<file path="config.mk">
export PLATFORM = sky130hd
export DESIGN_NAME = multichannel_fir_filter_top
export DESIGN_NICKNAME = d
export VERILOG_FILES = /design/src/hw/rtl/mcf_pkg.sv /design/src/hw/rtl/mcf_ram.sv /design/src/hw/rtl/mcf_ctrl.sv /design/src/hw/rtl/mcf_datapath.sv /design/src/hw/rtl/multichannel_fir_filter_top.sv
export SDC_FILE = /design/constraint.sdc
export NUM_CORES = 2
export LEC_CHECK = 0
export ABC_CLOCK_PERIOD_IN_PS = 7700
export BUFFER_PORTS_ARGS = -buffer_cell sky130_fd_sc_hd__clkbuf_2
export CORE_ASPECT_RATIO = 2
export CORE_MARGIN = 2
export CORE_UTILIZATION = 45
export DETAILED_ROUTE_END_ITERATION = 10
export GPL_TIMING_DRIVEN = 0
export PLACE_DENSITY = 0.73
export SLEW_MARGIN = 20
export SYNTH_ARGS = -nofsm -noshare
export SYNTH_HDL_FRONTEND = slang
export SYNTH_HIERARCHICAL = 1
export SYNTH_SLANG_ARGS = --single-unit
</file>
<file path="constraint.sdc">
create_clock -name clock -period 7.7 [get_ports clock]
set_input_delay 0.77 -clock clock [delete_from_list [all_inputs] [get_ports clock]]
set_output_delay 0.77 -clock clock [all_outputs]
set_load 0.005 [all_outputs]
</file>
<file path="src/hw/rtl/mcf_pkg.sv">
package mcf_pkg;

   // Fixed field widths.
   localparam int CH_W       = 2;
   localparam int NUM_CH_MAX = 1 << CH_W;
   localparam int SAMPLE_W   = 16;
   localparam int COEF_W     = 16;
   localparam int PROD_W     = SAMPLE_W + COEF_W;
   localparam int ACC_W      = 40;
   localparam int FRAC_W     = 15;

   // Stream payload layout: channel in the low bits, sample above it.
   localparam int REQ_DATA_W = 24;
   localparam int RSP_DATA_W = 24;
   localparam int PAY_W      = CH_W + SAMPLE_W;
   localparam int PAD_W      = RSP_DATA_W - PAY_W;

   // Configuration registers.
   localparam int NUM_PACKS    = 4;
   localparam int PACK_W       = 64;
   localparam int CSR_IDX_W    = 3;
   localparam int CSR_DATA_W   = 64;
   localparam int TAPS_W       = 5;
   localparam int CHANS_W      = 3;
   localparam int TAPS_RESET   = 16;
   localparam int CHANS_RESET  = 4;

   localparam logic [CSR_IDX_W-1:0] CSR_COEF_PACK_0   = 3'd0;
   localparam logic [CSR_IDX_W-1:0] CSR_COEF_PACK_3   = 3'd3;
   localparam logic [CSR_IDX_W-1:0] CSR_TAPS_IN_USE   = 3'd4;
   localparam logic [CSR_IDX_W-1:0] CSR_CHANS_IN_USE  = 3'd5;

   // Request operation codes.
   localparam logic OP_FILTER = 1'b0;
   localparam logic OP_CLEAR  = 1'b1;

   // Commands from the controller to the datapath.
   typedef struct packed {
      logic load;      // latch a filter request and start the tap walk
      logic clear;     // forget every channel history
      logic mac_step;  // one multiply for the current tap
      logic finish;    // round, load the output register, store the sample
   } cmd_type;

   // Status from the datapath to the controller.
   typedef struct packed {
      logic is_clear;   // the offered request is a clear
      logic active;     // the offered request is a filter on an active channel
      logic ntaps_zero; // no taps are applied
      logic last_tap;   // the current tap is the last one
      logic out_free;   // the output register can take a result this cycle
   } status_type;

endpackage

</file>
<file path="src/hw/rtl/mcf_ram.sv">
module mcf_ram #(
   parameter int WIDTH = 16,
   parameter int DEPTH = 64
) (
   input  logic                     clock,
   input  logic                     we,
   input  logic [$clog2(DEPTH)-1:0] waddr,
   input  logic [WIDTH-1:0]         wdata,
   input  logic                     re,
   input  logic [$clog2(DEPTH)-1:0] raddr,
   output logic [WIDTH-1:0]         rdata
);

   logic [WIDTH-1:0] mem_ff [DEPTH];
   logic [WIDTH-1:0] rdata_ff;

   always_ff @(posedge clock) begin
      if (we) begin
         mem_ff[waddr] <= wdata;
      end
      if (re) begin
         rdata_ff <= mem_ff[raddr];
      end
   end

   assign rdata = rdata_ff;

endmodule

</file>
<file path="src/hw/rtl/mcf_ctrl.sv">
module mcf_ctrl (
   input  logic                clock,
   input  logic                reset,
   input  logic                req_tvalid,
   output logic                req_tready,
   input  mcf_pkg::status_type status,
   output mcf_pkg::cmd_type    cmd
);

   typedef enum logic [3:0] {
      ST_IDLE  = 4'b0001,
      ST_MAC   = 4'b0010,
      ST_DRAIN = 4'b0100,
      ST_ROUND = 4'b1000
   } state_type;

   state_type state_ff;
   state_type state_in;
   logic      accept;

   assign req_tready = (state_ff == ST_IDLE);
   assign accept     = req_tvalid && req_tready;

   always_comb begin
      state_in     = state_ff;
      cmd          = '0;
      case (state_ff)
         ST_IDLE: begin
            if (accept) begin
               if (status.is_clear) begin
                  cmd.clear = 1'b1;
               end else if (status.active) begin
                  cmd.load = 1'b1;
                  state_in = status.ntaps_zero ? ST_ROUND : ST_MAC;
               end
            end
         end
         ST_MAC: begin
            cmd.mac_step = 1'b1;
            if (status.last_tap) begin
               state_in = ST_DRAIN;
            end
         end
         ST_DRAIN: begin
            // The last product lands in the accumulator during this cycle.
            state_in = ST_ROUND;
         end
         ST_ROUND: begin
            if (status.out_free) begin
               cmd.finish = 1'b1;
               state_in   = ST_IDLE;
            end
         end
         default: begin
            state_in = ST_IDLE;
         end
      endcase
   end

   always_ff @(posedge clock) begin
      if (reset) begin
         state_ff <= ST_IDLE;
      end else begin
         state_ff <= state_in;
      end
   end

endmodule

</file>
<file path="src/hw/rtl/mcf_datapath.sv">
module mcf_datapath #(
   parameter int MAX_TAPS     = 16,
   parameter int NUM_CHANNELS = 4
) (
   input  logic                                clock,
   input  logic                                reset,
   input  logic                                csr_we,
   input  logic [mcf_pkg::CSR_IDX_W-1:0]       csr_index,
   input  logic [mcf_pkg::CSR_DATA_W-1:0]      csr_wdata,
   input  logic [mcf_pkg::REQ_DATA_W-1:0]      req_tdata,
   input  logic                                req_tuser,
   input  mcf_pkg::cmd_type                    cmd,
   output mcf_pkg::status_type                 status,
   input  logic                                rsp_tready,
   output logic                                rsp_tvalid,
   output logic [mcf_pkg::RSP_DATA_W-1:0]      rsp_tdata
);

   localparam int HIST_LEN  = MAX_TAPS - 1;
   localparam int SLOT_W    = (HIST_LEN > 1) ? $clog2(HIST_LEN) : 1;
   localparam int AW        = mcf_pkg::CH_W + SLOT_W;
   localparam int DEPTH     = 1 << AW;
   localparam int TAP_W     = $clog2(MAX_TAPS);
   localparam int NT_W      = $clog2(MAX_TAPS + 1);
   localparam int CH_W      = mcf_pkg::CH_W;
   localparam int SAMPLE_W  = mcf_pkg::SAMPLE_W;
   localparam int COEF_W    = mcf_pkg::COEF_W;
   localparam int PROD_W    = mcf_pkg::PROD_W;
   localparam int ACC_W     = mcf_pkg::ACC_W;
   localparam int FRAC_W    = mcf_pkg::FRAC_W;
   localparam int Q_W       = ACC_W - FRAC_W;
   localparam int HI_W      = Q_W - SAMPLE_W + 1;
   localparam logic [SLOT_W-1:0] SLOT_LAST  = SLOT_W'(HIST_LEN - 1);
   localparam logic [ACC_W-1:0]  ROUND_HALF = ACC_W'(1) << (FRAC_W - 1);

   // Configuration registers.
   logic [mcf_pkg::PACK_W-1:0]  coef_pack_ff [mcf_pkg::NUM_PACKS];
   logic [mcf_pkg::TAPS_W-1:0]  taps_ff;
   logic [mcf_pkg::CHANS_W-1:0] chans_ff;

   always_ff @(posedge clock) begin
      if (reset) begin
         for (int i = 0; i < mcf_pkg::NUM_PACKS; i++) begin
            coef_pack_ff[i] <= '0;
         end
         taps_ff  <= mcf_pkg::TAPS_W'(mcf_pkg::TAPS_RESET);
         chans_ff <= mcf_pkg::CHANS_W'(mcf_pkg::CHANS_RESET);
      end else if (csr_we) begin
         if (csr_index <= mcf_pkg::CSR_COEF_PACK_3) begin
            coef_pack_ff[csr_index[1:0]] <= csr_wdata;
         end else if (csr_index == mcf_pkg::CSR_TAPS_IN_USE) begin
            taps_ff <= csr_wdata[mcf_pkg::TAPS_W-1:0];
         end else if (csr_index == mcf_pkg::CSR_CHANS_IN_USE) begin
            chans_ff <= csr_wdata[mcf_pkg::CHANS_W-1:0];
         end
      end
   end

   // Coefficients of the taps that exist.
   logic [COEF_W-1:0] coef [MAX_TAPS];

   always_comb begin
      for (int k = 0; k < MAX_TAPS; k++) begin
         coef[k] = coef_pack_ff[k / 4][COEF_W * (k % 4) +: COEF_W];
      end
   end

   // Offered request.
   logic [CH_W-1:0]     req_ch;
   logic [SAMPLE_W-1:0] req_sample;
   logic [NT_W-1:0]     ntaps_eff;

   assign req_ch     = req_tdata[CH_W-1:0];
   assign req_sample = req_tdata[CH_W +: SAMPLE_W];
   assign ntaps_eff  = (taps_ff > mcf_pkg::TAPS_W'(MAX_TAPS)) ? NT_W'(MAX_TAPS)
                                                              : NT_W'(taps_ff);

   // Working registers of the current item.
   logic [CH_W-1:0]          ch_ff;
   logic [SAMPLE_W-1:0]      x_ff;
   logic [NT_W-1:0]          ntaps_ff;
   logic [TAP_W-1:0]         tap_ff;
   logic [SLOT_W-1:0]        rd_ff;
   logic                     rd_vld_ff;
   logic signed [PROD_W-1:0] prod_ff;
   logic                     prod_vld_ff;
   logic [ACC_W-1:0]         acc_ff;
   logic [SLOT_W-1:0]        wp_ff [mcf_pkg::NUM_CH_MAX];
   logic [DEPTH-1:0]         hist_vld_ff;
   logic                     rsp_valid_ff;
   logic [CH_W-1:0]          rsp_ch_ff;
   logic [SAMPLE_W-1:0]      rsp_sample_ff;

   logic [SLOT_W-1:0]        wp_cur;
   logic [SLOT_W-1:0]        wp_req;
   logic [AW-1:0]            raddr;
   logic [AW-1:0]            waddr;
   logic [SAMPLE_W-1:0]      ram_q;
   logic signed [SAMPLE_W-1:0] operand;
   logic signed [PROD_W-1:0] prod_in;
   logic [ACC_W-1:0]         rounded;
   logic [Q_W-1:0]           quot;
   logic [HI_W-1:0]          quot_hi;
   logic [SAMPLE_W-1:0]      sat_val;

   assign wp_cur = wp_ff[ch_ff];
   assign wp_req = wp_ff[req_ch];
   assign raddr  = {ch_ff, rd_ff};
   assign waddr  = {ch_ff, wp_cur};

   mcf_ram #(
      .WIDTH (SAMPLE_W),
      .DEPTH (DEPTH)
   ) u_hist_ram (
      .clock (clock),
      .we    (cmd.finish),
      .waddr (waddr),
      .wdata (x_ff),
      .re    (cmd.mac_step),
      .raddr (raddr),
      .rdata (ram_q)
   );

   // Tap zero takes the new sample; later taps take history, zero if never written.
   assign operand = (tap_ff == '0) ? $signed(x_ff)
                                   : (rd_vld_ff ? $signed(ram_q) : '0);
   assign prod_in = operand * $signed(coef[tap_ff]);

   // Round half up, floor shift, saturate to 16 bits.
   assign rounded = acc_ff + ROUND_HALF;
   assign quot    = rounded[ACC_W-1:FRAC_W];
   assign quot_hi = quot[Q_W-1:SAMPLE_W-1];

   always_comb begin
      if (!quot[Q_W-1] && (quot_hi != '0)) begin
         sat_val = {1'b0, {(SAMPLE_W-1){1'b1}}};
      end else if (quot[Q_W-1] && (quot_hi != '1)) begin
         sat_val = {1'b1, {(SAMPLE_W-1){1'b0}}};
      end else begin
         sat_val = quot[SAMPLE_W-1:0];
      end
   end

   always_ff @(posedge clock) begin
      if (cmd.load) begin
         ch_ff    <= req_ch;
         x_ff     <= req_sample;
         ntaps_ff <= ntaps_eff;
         tap_ff   <= '0;
         rd_ff    <= (wp_req == '0) ? SLOT_LAST : wp_req - SLOT_W'(1);
      end else if (cmd.mac_step) begin
         tap_ff <= tap_ff + TAP_W'(1);
         rd_ff  <= (rd_ff == '0) ? SLOT_LAST : rd_ff - SLOT_W'(1);
      end
      if (cmd.mac_step) begin
         rd_vld_ff <= hist_vld_ff[raddr];
         prod_ff   <= prod_in;
      end
      if (cmd.load) begin
         acc_ff <= '0;
      end else if (prod_vld_ff) begin
         acc_ff <= acc_ff + {{(ACC_W-PROD_W){prod_ff[PROD_W-1]}}, prod_ff};
      end
      if (cmd.finish) begin
         rsp_ch_ff     <= ch_ff;
         rsp_sample_ff <= sat_val;
      end
   end

   always_ff @(posedge clock) begin
      if (reset) begin
         prod_vld_ff  <= 1'b0;
         hist_vld_ff  <= '0;
         rsp_valid_ff <= 1'b0;
         for (int c = 0; c < mcf_pkg::NUM_CH_MAX; c++) begin
            wp_ff[c] <= '0;
         end
      end else begin
         prod_vld_ff <= cmd.mac_step;
         if (cmd.clear) begin
            hist_vld_ff <= '0;
         end else if (cmd.finish) begin
            hist_vld_ff[waddr] <= 1'b1;
         end
         if (cmd.finish) begin
            wp_ff[ch_ff] <= (wp_cur == SLOT_LAST) ? '0 : wp_cur + SLOT_W'(1);
         end
         if (cmd.finish) begin
            rsp_valid_ff <= 1'b1;
         end else if (rsp_tready) begin
            rsp_valid_ff <= 1'b0;
         end
      end
   end

   assign status.is_clear   = (req_tuser == mcf_pkg::OP_CLEAR);
   assign status.active     = (req_tuser == mcf_pkg::OP_FILTER)
                              && ({1'b0, req_ch} < chans_ff)
                              && (32'(req_ch) < NUM_CHANNELS);
   assign status.ntaps_zero = (ntaps_eff == '0);
   assign status.last_tap   = (NT_W'(tap_ff) == ntaps_ff - NT_W'(1));
   assign status.out_free   = !rsp_valid_ff || rsp_tready;

   assign rsp_tvalid = rsp_valid_ff;
   assign rsp_tdata  = {{mcf_pkg::PAD_W{1'b0}}, rsp_sample_ff, rsp_ch_ff};

endmodule

</file>
<file path="src/hw/rtl/multichannel_fir_filter_top.sv">
// Direct-form filter for up to four interleaved audio channels with Q1.15
// samples and Q1.15 coefficients. Each filter request carries a channel and a
// sample; the block forms the sum of coefficient times sample over the taps in
// use, drawing older samples from that channel's own history, sums the
// products exactly in a 40-bit accumulator, rounds half up to Q1.15 and
// saturates. A clear request forgets all histories, and histories read as zero
// after reset. Requests for channels at or above the active channel count give
// no result and leave history alone. One shared 16x16 multiplier walks the
// taps one per cycle, with the tap count capped at MAX_TAPS. A filter request
// is accepted, takes one multiply per tap, drains the product register, then
// rounds and stores the sample, with no multiplies at zero taps; rounding
// waits while a full output register is not being read. A clear or ignored
// request is done when accepted. The result sits in an output register, so a
// new request is accepted while an earlier result waits.
// Histories live in one memory with a valid bit per entry, so a clear takes
// effect at once and no clearing pass follows reset.
module multichannel_fir_filter_top #(
   parameter int MAX_TAPS     = 16,
   parameter int NUM_CHANNELS = 4
) (
   input  logic                               clock,
   input  logic                               reset,

   // Configuration: register index selects the coefficient packs, the tap
   // count or the channel count; writes complete in the cycle of csr_we.
   input  logic                               csr_we,
   input  logic [mcf_pkg::CSR_IDX_W-1:0]      csr_index,
   input  logic [mcf_pkg::CSR_DATA_W-1:0]     csr_wdata,

   // Request stream.
   input  logic                               req_tvalid,
   output logic                               req_tready,
   input  logic [mcf_pkg::REQ_DATA_W-1:0]     req_tdata,  // channel, sample_in, zero pad
   input  logic                               req_tuser,  // op

   // Result stream.
   output logic                               rsp_tvalid,
   input  logic                               rsp_tready,
   output logic [mcf_pkg::RSP_DATA_W-1:0]     rsp_tdata   // out_channel, sample_out, zero pad
);

   // The controller sequences each request; the datapath holds the
   // configuration, the histories, the multiplier and the output register.
   mcf_pkg::cmd_type    cmd;
   mcf_pkg::status_type status;

   mcf_ctrl u_ctrl (
      .clock      (clock),
      .reset      (reset),
      .req_tvalid (req_tvalid),
      .req_tready (req_tready),
      .status     (status),
      .cmd        (cmd)
   );

   mcf_datapath #(
      .MAX_TAPS     (MAX_TAPS),
      .NUM_CHANNELS (NUM_CHANNELS)
   ) u_datapath (
      .clock      (clock),
      .reset      (reset),
      .csr_we     (csr_we),
      .csr_index  (csr_index),
      .csr_wdata  (csr_wdata),
      .req_tdata  (req_tdata),
      .req_tuser  (req_tuser),
      .cmd        (cmd),
      .status     (status),
      .rsp_tready (rsp_tready),
      .rsp_tvalid (rsp_tvalid),
      .rsp_tdata  (rsp_tdata)
   );

endmodule

</file>
==> flow_summary.ini <==
[worst_setup_path]
rr_endpoint = u_datapath/prod_ff[31]
rr_startpoint = u_datapath/tap_ff[0]
crit_slowest_cell = fa_1
reg2reg_slack_ns = 0.02
critPathMaxFanout = 7
cpPeakStageDelay_ns = 0.56
crit_arrival_ns = 8.11
reg2reg_depth = 28
cp.required_ns = 8.13
cp-end-kind = register
cp-start-kind = register
critical_path_class = register to register
cp_common_cell = fa_1

[synth]
yosys_register_bits = 1514
ys.flop_type = edfxtp_1
postSynthCellCount = 4792
async_flop_share_pct = 0
netlist_area_mm2 = 0.0725
synth_edf_count = 1390
ys_seq_area_share_pct = 61.0
yosysWarnings = 6
synthTopCellsByArea = edfxtp_1 (58%), mux4_2 (9.9%), fa_1 (7.3%)
synth.avg_cell_area_um2 = 15.1
yosys.cell_types.count = 98
yosys.area.top_type = edfxtp_1
synth_top_area_share_pct = 57.6

[global_routing]
use_met1_pct = 26.4
grt.total_usage_pct = 25.2
overflow = 0
grt_pass1_vias = 45900
grt_first_pass_wirelength_mm = 300
grt_use_met3_pct = 4.06
busiest_layer = met2
antenna_found_initial = 3
grt_max_degree = 49
use_met2_pct = 44.7

[worst_hold_path]
hold_start = req_tdata[7]
hold_depth = 1
whs_endpoint = u_datapath/x_ff[5]
hold_class = input pin to register

[cts]
numCtsBuffers = 138
cts_sinks = 1514
cts_root_buffer = clkbuf_16
cts_tree = yes
clk_pin_slew_ns = 0.07
cts_htree_levels = 4
clk_latency_ns = 0.79
cts_max_path_buffers = 4

[die]
dieHeight_um = 572
core_mm2 = 0.160
rows = 208
initial_core_util_pct = 45.2
die_w_um = 288
die_area_mm2 = 0.165
ios = 123

[run]
cap_violations = 0

[sta]
fin_ws_ns = 0.0166
hold_viol = 0
drv_slew = 0
relSlewSlack_pct = 14.8
fin_crit_ns = 7.68
fin_crit_sh_pct = 99.8
max_clock_freq_mhz = 130
rsz0062_at_grt = yes
tightest_slew_ns = 1.28
fin_hold_ws_ns = 0.171
setup_viol = 0
fin_worst_skew_ns = 0.0593

[place]
io_buffer_count = 110
hpwl_mm = 149
place_worst_setup_slack_ns = -2.17
gp_congestion = 0.958

[power]
vdd.ir_drop.worst_v = 0.00106
p_leak_uw = 0.0303
powerDensity_mw_per_mm2 = 404

[finish]
num-nets-final = 5765
synthToLayoutAreaGrowth_pct = 16.2
nFillCells = 12600
drive_above_1_share_pct = 23.8

[routing]
drc = 0
firstDrtPassIters = 9
antenna_left = 0
dr_total_vias = 44500
vias_per_cell = 5.96
totalWireLength_mm = 207
drtIter0Drc = 4392
wl_per_cell_um = 27.8

[outcome]
status = finished clean
cell usage after synthesis (all sizes together), types with 33 or more instances:
| cell type | n |
|---|---|
| a21o | 48 |
| a21oi | 164 |
| a22oi | 39 |
| and3 | 47 |
| buf | 114 |
| clkbuf | 120 |
| dfxtp | 124 |
| edfxtp | 1390 |
| fa | 263 |
| ha | 130 |
| inv | 405 |
| mux2 | 40 |
| mux2i | 129 |
| mux4 | 323 |
| nand2 | 257 |
| nand2b | 54 |
| nand3 | 48 |
| nor2 | 551 |
| nor2b | 59 |
| nor3 | 34 |
| o21ai | 67 |
| xnor2 | 64 |
| xor2 | 33 |
worst max path at each step:
stage	from	endpoint	slack, ns
floorplan	u_datapath/tap_ff[0]	u_datapath/prod_ff[31]	0.06
global placement	rsp_tready	u_datapath/u_hist_ram/mem_ff[37][6]	-3.15
detailed placement	u_datapath/tap_ff[1]	u_datapath/prod_ff[31]	-2.17
CTS	u_datapath/tap_ff[0]	u_datapath/prod_ff[31]	0.003
global route	u_datapath/tap_ff[0]	u_datapath/prod_ff[31]	-0.14
finish	u_datapath/tap_ff[0]	u_datapath/prod_ff[31]	0.02
registers in the layout (all words and copies together), names as in the netlist, named ones only:
signal	flops
u_datapath/coef_pack_ff	256
u_datapath/ntaps_ff	5
u_datapath/rd_ff	4
u_datapath/rd_vld_ff	1
u_datapath/rsp_ch_ff	2
u_datapath/wp_ff	16
u_datapath/rsp_sample_ff	16
u_datapath/chans_ff	3
u_datapath/ch_ff	2
u_datapath/acc_ff	40
u_datapath/hist_vld_ff	64
u_datapath/prod_vld_ff	1
u_ctrl/state_ff	4
u_datapath/taps_ff	5
u_datapath/prod_ff	32
u_datapath/rsp_tvalid	1
u_datapath/u_hist_ram/mem_ff	1024
u_datapath/x_ff	16
u_datapath/u_hist_ram/rdata	16
u_datapath/tap_ff	4
critical path, delay by kind of cell, from the launching register on:
| family | cells | cell delay (ns) |
|---|---|---|
| flops | 1 | 0.47 |
| compound gates | 6 | 1.10 |
| simple gates | 5 | 0.76 |
| buf+inv | 7 | 0.72 |
| mux | 3 | 0.93 |
| fa+ha+maj | 7 | 3.34 |
logic make-up after synthesis:
logic type,after synthesis,synth area share (%)
buffers and inverters,639,3.87
AOI/OAI and AO/OA,491,4.65
adders and majority gates,393,9.50
and+or+nand+nor,1165,7.36
muxes,492,12.5
DFF,1514,61.0
other,1,0.00517
xor gates and xnor gates,97,1.17
where the power goes:
| part | leakage (uW) | internal [uW] | switching (uW) |
|---|---|---|---|
| clock network | 0.00213 | 3850 | 2970 |
| logic | 0.0145 | 7630 | 9860 |
| registers | 0.0137 | 9680 | 58.1 |
final cells by class:
type                            count  area (um2)  share of cell area (%)
Multi-Input combinational cell   2644       26500                    31.4
Sequential cell                  1514       44200                    52.5
Inverter                          405        1520                    1.81
Clock buffer                      165        3710                    4.41
Clock inverter                     68         659                   0.783
Tap cell                         2100        2630                    3.12
Timing Repair Buffer              343        3450                    4.10
Antenna cell                        1        2.50                 0.00297
Buffer                            229        1590                    1.88
what timing repair did:
action	4_1_cts	5_1_grt
pin swaps	37	66
endpoints found under the setup margin	23	9
setup buffers	59	39
hold buffers	0	0
cloned	4	3
gates resized for setup	212	92
per-layer routing:
layer	vias to the layer above	part of all wire, %	routed length, um
met2	2502	52	108000
met4	4	9.4	19500
met5	-	0.014	29
met1	22600	31	64600
li1	18600	-	-
met3	834	7.4	15400
through the flow:
step,setup TNS [ns],util [%],instances,total power [uW],area [um2]
floorplan,0,-,4797,19800,72500
global placement,-2153.99,47.2,7007,23500,75700
detailed placement,-32.44,48.5,7136,23900,77700
CTS,0,52.1,7427,32200,83600
global route,-0.229,52.6,7469,36000,84300
finish,0,52.6,7469,34000,84300
placed cells by master, fill, tap and decap left out, types with 39 or more instances in the layout:
cell type / count
edfxtp_1: 1390
nor2_1: 482
inv_1: 394
mux4_2: 319
nand2_1: 251
fa_1: 246
clkbuf_16: 148
a21oi_1: 140
mux2i_1: 128
dfxtp_1: 121
clkbuf_2: 118
ha_1: 112
clkbuf_1: 104
buf_4: 98
buf_6: 84
buf_8: 71
nor2_2: 66
xnor2_1: 64
nor2b_1: 59
nand2b_1: 53
nand3_1: 47
buf_2: 45
and3_1: 40
a22oi_1: 39
No activity file was read; power rests on OpenSTA's default activity.
